==> config.mk <==
export PLATFORM = sky130hd
export DESIGN_NAME = trailing_stop_loss_check
export DESIGN_NICKNAME = d
export VERILOG_FILES = /design/src/hw/rtl/tsl_pkg.sv /design/src/hw/rtl/tsl_drop_cmp.sv /design/src/hw/rtl/trailing_stop_loss_check.sv
export SDC_FILE = /design/constraint.sdc
export NUM_CORES = 2
export LEC_CHECK = 0
export BUFFER_PORTS_ARGS = -buffer_cell sky130_fd_sc_hd__buf_2
export CORE_MARGIN = 2
export CORE_UTILIZATION = 50
export DETAILED_ROUTE_END_ITERATION = 10
export HOLD_SLACK_MARGIN = 0.1
export PLACE_DENSITY_LB_ADDON = 0.15
export SYNTH_ARGS = -nofsm -noshare
export SYNTH_HDL_FRONTEND = slang
export SYNTH_SLANG_ARGS = --single-unit
==> constraint.sdc <==
create_clock -name clk -period 13.2 [get_ports clk]
set_clock_uncertainty 0.15 [all_clocks]
set_input_delay 1.98 -clock clk [delete_from_list [all_inputs] [get_ports clk]]
set_output_delay 1.98 -clock clk [all_outputs]
set_load 0.02 [all_outputs]
==> src/hw/rtl/tsl_pkg.sv <==
// ----------------------------------------------------------------------------
// tsl_pkg
// Shared widths, fixed-point format and codes for the trailing stop-loss check.
// ----------------------------------------------------------------------------
`timescale 1ns / 1ps

package tsl_pkg;

	// field widths
	localparam int SYM_W      = 6;
	localparam int PRICE_W    = 32;
	localparam int QTY_W      = 32;
	localparam int SELL_QTY_W = 31;
	localparam int REASON_W   = 2;

	// unsigned fractions, 1.0 = 1 << FRACTION_BITS
	localparam int FRACTION_BITS = 16;
	localparam int FRAC_W        = FRACTION_BITS + 1;
	localparam logic [FRAC_W-1:0] FRAC_ONE = FRAC_W'(1) << FRACTION_BITS;

	// wide enough for both sides of the cross-multiplied compare
	localparam int CMP_W = PRICE_W + FRAC_W;

	// trigger reasons
	localparam logic [REASON_W-1:0] REASON_NONE  = 2'd0;
	localparam logic [REASON_W-1:0] REASON_FIXED = 2'd1;
	localparam logic [REASON_W-1:0] REASON_TRAIL = 2'd2;

	// input actions
	localparam logic ACTION_CHECK = 1'b0;
	localparam logic ACTION_CLEAR = 1'b1;

	// configuration register indexes
	localparam int CFG_IDX_W = 2;
	localparam logic [CFG_IDX_W-1:0] CFG_CHECKS_EN  = 2'd0;
	localparam logic [CFG_IDX_W-1:0] CFG_STOP_FRAC  = 2'd1;
	localparam logic [CFG_IDX_W-1:0] CFG_TRAIL_EN   = 2'd2;
	localparam logic [CFG_IDX_W-1:0] CFG_TRAIL_FRAC = 2'd3;

endpackage

==> src/hw/rtl/tsl_drop_cmp.sv <==
// ----------------------------------------------------------------------------
// tsl_drop_cmp
// Exact test of (top - price) / top >= frac by cross-multiplication.
// ----------------------------------------------------------------------------
`timescale 1ns / 1ps

module tsl_drop_cmp (
	input  logic [tsl_pkg::PRICE_W-1:0] top,
	input  logic [tsl_pkg::PRICE_W-1:0] price,
	input  logic [tsl_pkg::FRAC_W-1:0]  frac,
	output logic                        hit
);
	import tsl_pkg::*;

	logic [PRICE_W-1:0] diff;
	logic [CMP_W-1:0]   lhs;
	logic [CMP_W-1:0]   rhs;

	// scaled drop against threshold times reference
	assign diff = top - price;
	assign lhs  = CMP_W'(diff) << FRACTION_BITS;
	assign rhs  = CMP_W'(frac) * CMP_W'(top);

	// a price above the reference never counts as a drop
	assign hit = (price <= top) && (lhs >= rhs);

endmodule

==> src/hw/rtl/trailing_stop_loss_check.sv <==
// ----------------------------------------------------------------------------
// trailing_stop_loss_check
// Per-symbol fixed and trailing stop-loss check with a peak price table.
// Pipeline: the input transfer loads stage 1 and the peak table read; the
//   result register loads from stage 1 as the output advances.
// Throughput: one item per cycle unless the output stalls; the peak table read
//   is registered at input transfer and the previous item's write is forwarded.
// Reset: config registers return to defaults and all peak entries read as
//   zero at once through per-entry valid bits; no clearing pass.
// ----------------------------------------------------------------------------
`timescale 1ns / 1ps

module trailing_stop_loss_check #(
	parameter int SYMBOLS = 64
) (
	input  logic                                clk,
	input  logic                                arst_n,
	// configuration
	input  logic                                cfg_we,
	input  logic [tsl_pkg::CFG_IDX_W-1:0]       cfg_index,
	input  logic [tsl_pkg::FRAC_W-1:0]          cfg_data,
	// input channel
	input  logic                                in_valid,
	output logic                                in_stall,
	input  logic                                action,
	input  logic [tsl_pkg::SYM_W-1:0]           symbol_index,
	input  logic [tsl_pkg::PRICE_W-1:0]         tick_price,
	input  logic signed [tsl_pkg::QTY_W-1:0]    held_qty,
	input  logic [tsl_pkg::PRICE_W-1:0]         average_cost,
	// output channel
	output logic                                out_valid,
	input  logic                                out_stall,
	output logic                                sell_trigger,
	output logic [tsl_pkg::REASON_W-1:0]        trigger_reason,
	output logic [tsl_pkg::SYM_W-1:0]           sell_symbol,
	output logic [tsl_pkg::SELL_QTY_W-1:0]      sell_qty
);
	import tsl_pkg::*;

	// only indexes reachable by the symbol field get storage
	localparam int DEPTH = (SYMBOLS < (2 ** SYM_W)) ? SYMBOLS : (2 ** SYM_W);
	localparam int IDX_W = (DEPTH > 1) ? $clog2(DEPTH) : 1;
	localparam logic [SYM_W:0] DEPTH_L = (SYM_W + 1)'(DEPTH);

	// configuration registers
	logic                checks_en_q;
	logic [FRAC_W-1:0]   stop_frac_q;
	logic                trail_en_q;
	logic [FRAC_W-1:0]   trail_frac_q;

	always_ff @(posedge clk or negedge arst_n) begin
		if (!arst_n) begin
			checks_en_q  <= 1'b0;
			stop_frac_q  <= FRAC_ONE;
			trail_en_q   <= 1'b0;
			trail_frac_q <= FRAC_ONE;
		end else if (cfg_we) begin
			case (cfg_index)
				CFG_CHECKS_EN:  checks_en_q  <= cfg_data[0];
				CFG_STOP_FRAC:  stop_frac_q  <= cfg_data;
				CFG_TRAIL_EN:   trail_en_q   <= cfg_data[0];
				CFG_TRAIL_FRAC: trail_frac_q <= cfg_data;
				default: ;
			endcase
		end
	end

	// handshake
	logic vld_s1;
	logic adv;
	logic in_xfer;

	assign adv      = !out_valid || !out_stall;
	assign in_stall = vld_s1 && !adv;
	assign in_xfer  = in_valid && !in_stall;

	// stage 1 payload
	logic                      action_s1;
	logic [SYM_W-1:0]          sym_s1;
	logic [PRICE_W-1:0]        price_s1;
	logic signed [QTY_W-1:0]   qty_s1;
	logic [PRICE_W-1:0]        cost_s1;
	logic [PRICE_W-1:0]        rd_s1;

	always_ff @(posedge clk or negedge arst_n) begin
		if (!arst_n) begin
			vld_s1 <= 1'b0;
		end else if (in_xfer) begin
			vld_s1 <= 1'b1;
		end else if (adv) begin
			vld_s1 <= 1'b0;
		end
	end

	always_ff @(posedge clk) begin
		if (in_xfer) begin
			action_s1 <= action;
			sym_s1    <= symbol_index;
			price_s1  <= tick_price;
			qty_s1    <= held_qty;
			cost_s1   <= average_cost;
		end
	end

	// peak table storage, registered read at the input transfer
	logic [PRICE_W-1:0] peak_mem [DEPTH];
	logic [DEPTH-1:0]   peak_vld_q;
	logic               wr_en;
	logic [IDX_W-1:0]   idx_s1;
	logic [PRICE_W-1:0] new_peak;

	assign idx_s1 = sym_s1[IDX_W-1:0];

	always_ff @(posedge clk) begin
		if (in_xfer) begin
			rd_s1 <= peak_mem[symbol_index[IDX_W-1:0]];
		end
		if (wr_en) begin
			peak_mem[idx_s1] <= new_peak;
		end
	end

	// last write, forwarded over the stale registered read
	logic               wr_vld_q;
	logic [IDX_W-1:0]   wr_idx_q;
	logic [PRICE_W-1:0] wr_data_q;

	logic in_range;
	logic clr_en;
	logic do_check;

	assign in_range = {1'b0, sym_s1} < DEPTH_L;
	assign do_check = (action_s1 == ACTION_CHECK) && checks_en_q
		&& (qty_s1 > 0) && (cost_s1 != '0);

	always_ff @(posedge clk or negedge arst_n) begin
		if (!arst_n) begin
			peak_vld_q <= '0;
			wr_vld_q   <= 1'b0;
		end else begin
			if (clr_en) begin
				peak_vld_q[idx_s1] <= 1'b0;
			end else if (wr_en) begin
				peak_vld_q[idx_s1] <= 1'b1;
				wr_vld_q           <= 1'b1;
			end
		end
	end

	always_ff @(posedge clk) begin
		if (wr_en) begin
			wr_idx_q  <= idx_s1;
			wr_data_q <= new_peak;
		end
	end

	// peak update
	logic [PRICE_W-1:0] peak_raw;
	logic [PRICE_W-1:0] peak_old;
	logic [PRICE_W-1:0] peak_base;

	assign peak_raw  = (wr_vld_q && (wr_idx_q == idx_s1)) ? wr_data_q : rd_s1;
	assign peak_old  = peak_vld_q[idx_s1] ? peak_raw : '0;
	assign peak_base = (peak_old == '0) ? cost_s1 : peak_old;
	assign new_peak  = (price_s1 > peak_base) ? price_s1 : peak_base;

	// threshold tests
	logic fixed_hit;
	logic trail_hit;

	tsl_drop_cmp u_fixed_cmp (
		.top   (cost_s1),
		.price (price_s1),
		.frac  (stop_frac_q),
		.hit   (fixed_hit)
	);

	tsl_drop_cmp u_trail_cmp (
		.top   (new_peak),
		.price (price_s1),
		.frac  (trail_frac_q),
		.hit   (trail_hit)
	);

	// table writes happen as the item leaves stage 1
	assign clr_en = vld_s1 && adv && in_range && (action_s1 == ACTION_CLEAR);
	assign wr_en  = vld_s1 && adv && in_range && do_check && !fixed_hit && trail_en_q;

	logic [REASON_W-1:0] reason;

	always_comb begin
		reason = REASON_NONE;
		if (in_range && do_check) begin
			if (fixed_hit) begin
				reason = REASON_FIXED;
			end else if (trail_en_q && trail_hit) begin
				reason = REASON_TRAIL;
			end
		end
	end

	// result register
	always_ff @(posedge clk or negedge arst_n) begin
		if (!arst_n) begin
			out_valid <= 1'b0;
		end else if (adv) begin
			out_valid <= vld_s1;
		end
	end

	always_ff @(posedge clk) begin
		if (adv && vld_s1) begin
			sell_trigger   <= (reason != REASON_NONE);
			trigger_reason <= reason;
			sell_symbol    <= sym_s1;
			sell_qty       <= (reason != REASON_NONE) ? qty_s1[SELL_QTY_W-1:0] : '0;
		end
	end

endmodule

# ---- Yosys cells after proc, flatten, opt, wreduce, memory -nomap -nowiden
# Memories as Yosys holds them, arrays and structs flattened. A register that Yosys moved wholly into a read port is not among the register bits.
# Index checks and enable logic that the tools add are counted.
dict set report totals {
  output_inout_bits 42
  register_bits 284
  memories 1
  ram_bits 2048
  wordCells 90
}
# name depth width rd rd_clocked_by_memory_dff wr line
set memory_table {}
lappend memory_table {peak_mem 64 32 1 1 1 trailing_stop_loss_check.sv:106} ;# logic [PRICE_W-1:0] peak_mem [DEPTH];
dict set report op_classes {
  muxes 17
  n_mul 2
  eq_ne 4
  magnitude_cmp 8
  n_reduce_logical 32
  addsub 2
  bitwise_logic 5
}
# operator n
set op_table {}
lappend op_table {{$mux 32} 4}
lappend op_table {{$mux 64} 2}
lappend op_table {{$ge 48x49->1} 2}
lappend op_table {{$mul 17x32->49} 2}
lappend op_table {{$and 64x64->64} 1}
lappend op_table {{$le 32x32->1} 2}
lappend op_table {{$not 64->64} 1}
lappend op_table {{$or 64x64->64} 1}
lappend op_table {{$sub 32x32->32} 2}
lappend op_table {{$gt 32x1->1 const B} 1}
lappend op_table {{$gt 32x32->1} 1}
lappend op_table {{$logic_not 32->1} 1}
lappend op_table {{$reduce_bool 32->1} 1}
lappend op_table {{$logic_and 1x1->1} 15}
lappend op_table {{$reduce_and 2->1} 5}
lappend op_table {{$lt 6x7->1 const B} 1}
lappend op_table {{$bmux 1 s6} 1}
lappend op_table {{$demux 1 s6} 1}
lappend op_table {{$eq 6x6->1} 1}
lappend op_table {{$ge 6x1->1 const B} 1}
lappend op_table {{$mux 1} 6}
lappend op_table {{$mux 2} 3}
lappend op_table {{$reduce_bool 2->1} 3}
lappend op_table {{$logic_not 1->1} 5}
lappend op_table {{5 further kinds} 7}

# ---- Logic depth before layout (Yosys ltp)
dict set report logic_depth {
  word_depth 16
  mapped_depth 57
  ltp_nobuf 50
}

# ---- By module
# A second synthesis with hierarchy kept.
dict set report hier_totals {
  hier_cells 8553
  hier_area_um2 130153.6
}
# module instances area_per_inst_um2 cells_each
set by_module_without_submodules {}
lappend by_module_without_submodules {trailing_stop_loss_check 1 91099.9 3857}
lappend by_module_without_submodules {{tsl_drop_cmp at u_fixed_cmp} 1 19566.3 2351}
lappend by_module_without_submodules {{tsl_drop_cmp at u_trail_cmp} 1 19487.4 2345}

# ---- Worst setup path before layout
# Ideal clock, no wire load.
dict set report synth_timing {
  kind {register to register}
  start {reg sym_s1[2], in the netlist idx_s1[2]}
  end {reg sell_qty[22] (netlist name) (data pin)}
  slack_ps 245
  stages_incl_launch_ff 53
  setup_ps 131
  n_path_buf 6
  arrival_ps 12674
  path_cell_list {edfxtp_1 -> buf_4 -> inv_2 -> buf_2 -> mux4_2 -> a21oi_1 -> nor4_1 -> a221o_2 -> buf_2 -> a21oi_1 -> ha_1 -> nand3_1 -> nor3_1 -> o311a_1 -> nor4_1 -> nor2_1 -> buf_1 -> mux2i_1 -> [17 not listed] -> a21oi_1 -> nor2_1 -> or2_2 -> a21boi_0 -> or3_1 -> a21oi_1 -> xnor2_1 -> ha_1 -> nand4_1 -> nor4_1 -> nand2_1 -> nor4_1 -> o2111ai_1 -> a21bo_2 -> a31oi_2 -> a41o_2 -> buf_4 -> and2_1}
}
dict set report synth_via {
  elab_chain_len 16
}
# item line
set synth_rtl {}
lappend synth_rtl {{from (decl)} trailing_stop_loss_check.sv:79} ;# logic [SYM_W-1:0] sym_s1;
lappend synth_rtl {{from (signal assigned)} trailing_stop_loss_check.sv:98} ;# sym_s1 <= symbol_index;
lappend synth_rtl {{branches (longest 3 deep; another with $bmux 1 s6)} --}
lappend synth_rtl {{$mux 32 *} trailing_stop_loss_check.sv:163} ;# assign peak_old = peak_vld_q[idx_s1] ? peak_raw : '0;
lappend synth_rtl {{$logic_not 32->1} trailing_stop_loss_check.sv:164} ;# assign peak_base = (peak_old == '0) ? cost_s1 : peak_old;
lappend synth_rtl {{$mux 32 *} trailing_stop_loss_check.sv:164}
lappend synth_rtl {{$gt 32x32->1} trailing_stop_loss_check.sv:165} ;# assign new_peak = (price_s1 > peak_base) ? price_s1 : peak_base;
lappend synth_rtl {{$mux 32 *} trailing_stop_loss_check.sv:165}
lappend synth_rtl {{via new_peak[25]} trailing_stop_loss_check.sv:110} ;# logic [PRICE_W-1:0] new_peak;
lappend synth_rtl {{$mul 17x32->49 or $sub 32x32->32 (tied branches)} {tsl_drop_cmp.sv:22, tsl_drop_cmp.sv:20}}
lappend synth_rtl {{$ge 48x49->1} tsl_drop_cmp.sv:25} ;# assign hit = (price <= top) && (lhs >= rhs);
lappend synth_rtl {{$logic_and 1x1->1 *} tsl_drop_cmp.sv:25}
lappend synth_rtl {{$logic_and 1x1->1 *} trailing_stop_loss_check.sv:196} ;# end else if (trail_en_q && trail_hit) begin
lappend synth_rtl {{$mux 2 *} trailing_stop_loss_check.sv:196}
lappend synth_rtl {{$mux 2 *} trailing_stop_loss_check.sv:194} ;# if (fixed_hit) begin
lappend synth_rtl {{$mux 2 *} trailing_stop_loss_check.sv:193} ;# if (in_range && do_check) begin
lappend synth_rtl {{$reduce_bool 2->1 *} trailing_stop_loss_check.sv:216} ;# sell_qty <= (reason != REASON_NONE) ? qty_s1[SELL_QTY_W-1:0] : '0;
lappend synth_rtl {{to (signal assigned)} trailing_stop_loss_check.sv:216}
lappend synth_rtl {{to (decl)} trailing_stop_loss_check.sv:36} ;# output logic [tsl_pkg::SELL_QTY_W-1:0] sell_qty
# Mark *: on every way through the listed nets, which the timed path passes. The select of a mux whose other input is x is not followed.
# A chain may end at the register's enable or synchronous reset.

# ---- Worst setup path in the final report
dict set report layout_timing {
  start {reg sym_s1[2], in the netlist idx_s1[2]}
  end {reg sell_qty[13] (netlist name) (data pin)}
}
dict set report layout_via {
  elab_chain_len 16
}
# item line
set layout_rtl {}
lappend layout_rtl {{branches (longest 3 deep; another with $bmux 1 s6)} --}
lappend layout_rtl {{$mux 32 *} trailing_stop_loss_check.sv:163}
lappend layout_rtl {{$logic_not 32->1} trailing_stop_loss_check.sv:164}
lappend layout_rtl {{$mux 32 *} trailing_stop_loss_check.sv:164}
lappend layout_rtl {{$gt 32x32->1} trailing_stop_loss_check.sv:165}
lappend layout_rtl {{$mux 32 *} trailing_stop_loss_check.sv:165}
lappend layout_rtl {{$mul 17x32->49 or $sub 32x32->32 (tied branches)} {tsl_drop_cmp.sv:22, tsl_drop_cmp.sv:20}}
lappend layout_rtl {{$ge 48x49->1} tsl_drop_cmp.sv:25}
lappend layout_rtl {{$logic_and 1x1->1 *} tsl_drop_cmp.sv:25}
lappend layout_rtl {{$logic_and 1x1->1 *} trailing_stop_loss_check.sv:196}
lappend layout_rtl {{$mux 2 *} trailing_stop_loss_check.sv:196}
lappend layout_rtl {{$mux 2 *} trailing_stop_loss_check.sv:194}
lappend layout_rtl {{$mux 2 *} trailing_stop_loss_check.sv:193}
lappend layout_rtl {{$reduce_bool 2->1 *} trailing_stop_loss_check.sv:216}
# Mark *: on every way between the ends. The select of a mux whose other input is x is not followed.

==> flow_summary.toml <==
[logic_synthesis]
yosysUniqueCellTypes = 85
synth_seq_area_share_pct = 54.3
avgSynthCellArea_um2 = 15.0
syn_area_mm2 = 0.130
yosysWarnings = 0
synthFlopType = "edfxtp_1"
synthArstFlopShare_pct = 4.36
synth_edf_count = 2261
ys_ff_latch = 2364
synth_nets = 10065
syn_inst = 8632
synth.area.top_cells = "edfxtp_1 (52%), fa_1 (14%), mux4_2 (12%)"
yosys.area.top_type = "edfxtp_1"
yosysTopAreaCellShare_pct = 52.3

[timing]
setup_viol = 0
drv_slew = 0
period_needed_ps = 12980
setup_tns_ps = 0
rsz0062_at_grt = "true"
period_share_pct = 98.3
max_freq_mhz = 77.1
slew_headroom_pct = 18.5
hold_viol = 0
tightestPinTransition_ps = 1210

[placed_design]
place_area_mm2 = 0.139
gp_congestion = 0.946
dp_hpwl_mm = 246
dpl.cell_count = 12322
port_buffers = 168

[floorplan]
dieArea_mm2 = 0.264
start_util_pct = 50.1
core_mm2 = 0.259
fp.dieH_um = 514
ios = 169
rows = 187
die_x_um = 514

[critical_path]
rr_startpoint = "idx_s1[2]"
path_class = "reg2reg"
required_ps = 13660
cp-end-kind = "register"
r2r-end = "sell_qty[13]"
start_kind = "register"
slowest_stage = "fa_1"
ff2ff_path_depth = 54
cp_max_fo = 16
cp.arrival_ps = 13440
rrSetupSlack_ps = 220
cp-startpoint = "idx_s1[2]"
critPathMaxStageDelay_ps = 570

[clocking]
clock-sinks = 2364
cts_tree = "yes"
ctsHoldBuffers = 0
htree_levels = 4
clk_path_buf_depth = 4
root_buffer = "clkbuf_16"
path_clk_slew_ps = 60
numCtsBuffers = 240
clkLatencyLatePin_ps = 930

[detailed_routing]
routed_wl_mm = 369
drcViolationCount = 0
wire_per_inst_um = 28.8
num_vias = 76784
via_per_inst = 5.99
ant_nets = 0
drt_pass1_iterations = 6
drt_iter0_markers = 7726

[global_routing]
grt_usage_pct = 28.0
grt_pass1_vias = 79440
antenna_found_initial = 23
grt.overflow.total = 0
grt_pass1_wl_mm = 538
grt_max_degree = 108

[worst_hold_path]
min_path_cells = 1
min_to = "wr_vld_q"
hp-class = "reg2reg"
holdCritStartpoint = "wr_vld_q"

[cells_and_area]
layout-drive-gt1-share_pct = 21.8
fin_nets = 10646
layout_commonest_cell = "edfxtp_1"
final_area_mm2 = 0.148
utilization_pct = 57.3
layoutNonFillerInstCount = 12817
layout_common_cells = "edfxtp_1 (2261), inv_1 (1074), nand2_1 (945)"
area_growth_syn_to_layout_pct = 14.2

[status]
status = "complete, no violations"

[flow_run]
cap_violations = 0
==> cells by family (layout without fill, tap and decap cells) <==
kind of cell / count (synthesis) / count (layout) / synth area share, %
compound gates: 688 / 688 / 3.30
flops: 2364 / 2364 / 54.3
mux: 798 / 798 / 12.7
fa+ha+maj: 1306 / 1306 / 17.8
buf+inv: 1506 / 2274 / 4.44
xor+xnor: 134 / 134 / 0.904
simple gates: 1836 / 1836 / 6.60
other cells: 0 / 15 / 0
==> registers in the layout, indices dropped and copies added, names as in the netlist, 2 cells and up, named ones only <==
register        cells
sell_qty           31
rd_s1              32
cost_s1            32
sell_symbol         6
qty_s1             32
stop_frac_q        17
price_s1           32
wr_data_q          32
idx_s1              6
trigger_reason      2
trail_frac_q       17
peak_mem         2048
wr_idx_q            6
==> layout make-up <==
class                   instances  area [µm²]
multi-input cells            4762       55200
repair buffers                763        6540
fillers                     20092      111000
inverters                    1082        4060
diodes                         15        37.5
clock inverters               127        1290
clock buffers                 302        6390
flip-flops and latches       2364       70500
well taps                    3402        4260
==> critical path: cells and delay by family (launching register included) <==
family          cells  cell delay [ps]
fa+ha+maj           9             3890
compound gates     17             4000
flops               1              460
simple gates       11             1480
mux                 2              750
buf+inv            15             1990
==> cells in the mapped netlist (32+ instances only) <==
cell / count
nor4_1: 46
nand4_1: 54
edfxtp_1: 2261
and2_1: 353
inv_1: 1080
a21o_1: 71
mux2i_1: 78
buf_2: 56
buf_1: 75
nor2b_1: 32
ha_1: 406
xnor2_1: 85
xor2_1: 49
dfrtp_1: 101
nor2_1: 206
mux4_2: 677
nand3_1: 43
a21oi_1: 251
mux2_2: 42
nand2_1: 951
nand2b_1: 47
o21ai_0: 146
nor3_1: 33
fa_1: 900
clkbuf_1: 283
==> per-stage QoR <==
step	hold slack (ps)	setup slack (ps)
2_1_floorplan	293	245
3_3_place_gp	329	-809
3_5_place_dp	339	-838
4_1_cts	355	14.9
5_1_grt	375	-246
6_report	350	222
==> worst max-delay path by stage <==
stage,end,slack [ps],cells after the start
final,sell_qty[13],220,54
after global routing,sell_qty[27],-250,55
after CTS,sell_qty[3],10,52
after detailed placement,sell_qty[13],-840,56
after global placement,sell_qty[7],-810,56
after floorplan,sell_qty[22],240,52
==> repair_timing <==
item                       in CTS  in global routing
setup endpoints to repair      33                 33
buffers inserted                7                 32
resized for setup              14                149
pin swaps                       1                 28
cloned                          0                 12
==> metal layers <==
layer	global-route usage, %	wire length (µm)
met4	9.04	13400
met3	4.58	30800
met2	45.4	177000
met5	0	8
met1	39.1	148000
Power is left out: the tool's default activity adds up to more than one toggle a clock period on the data nets, which glitch-free logic cannot reach.
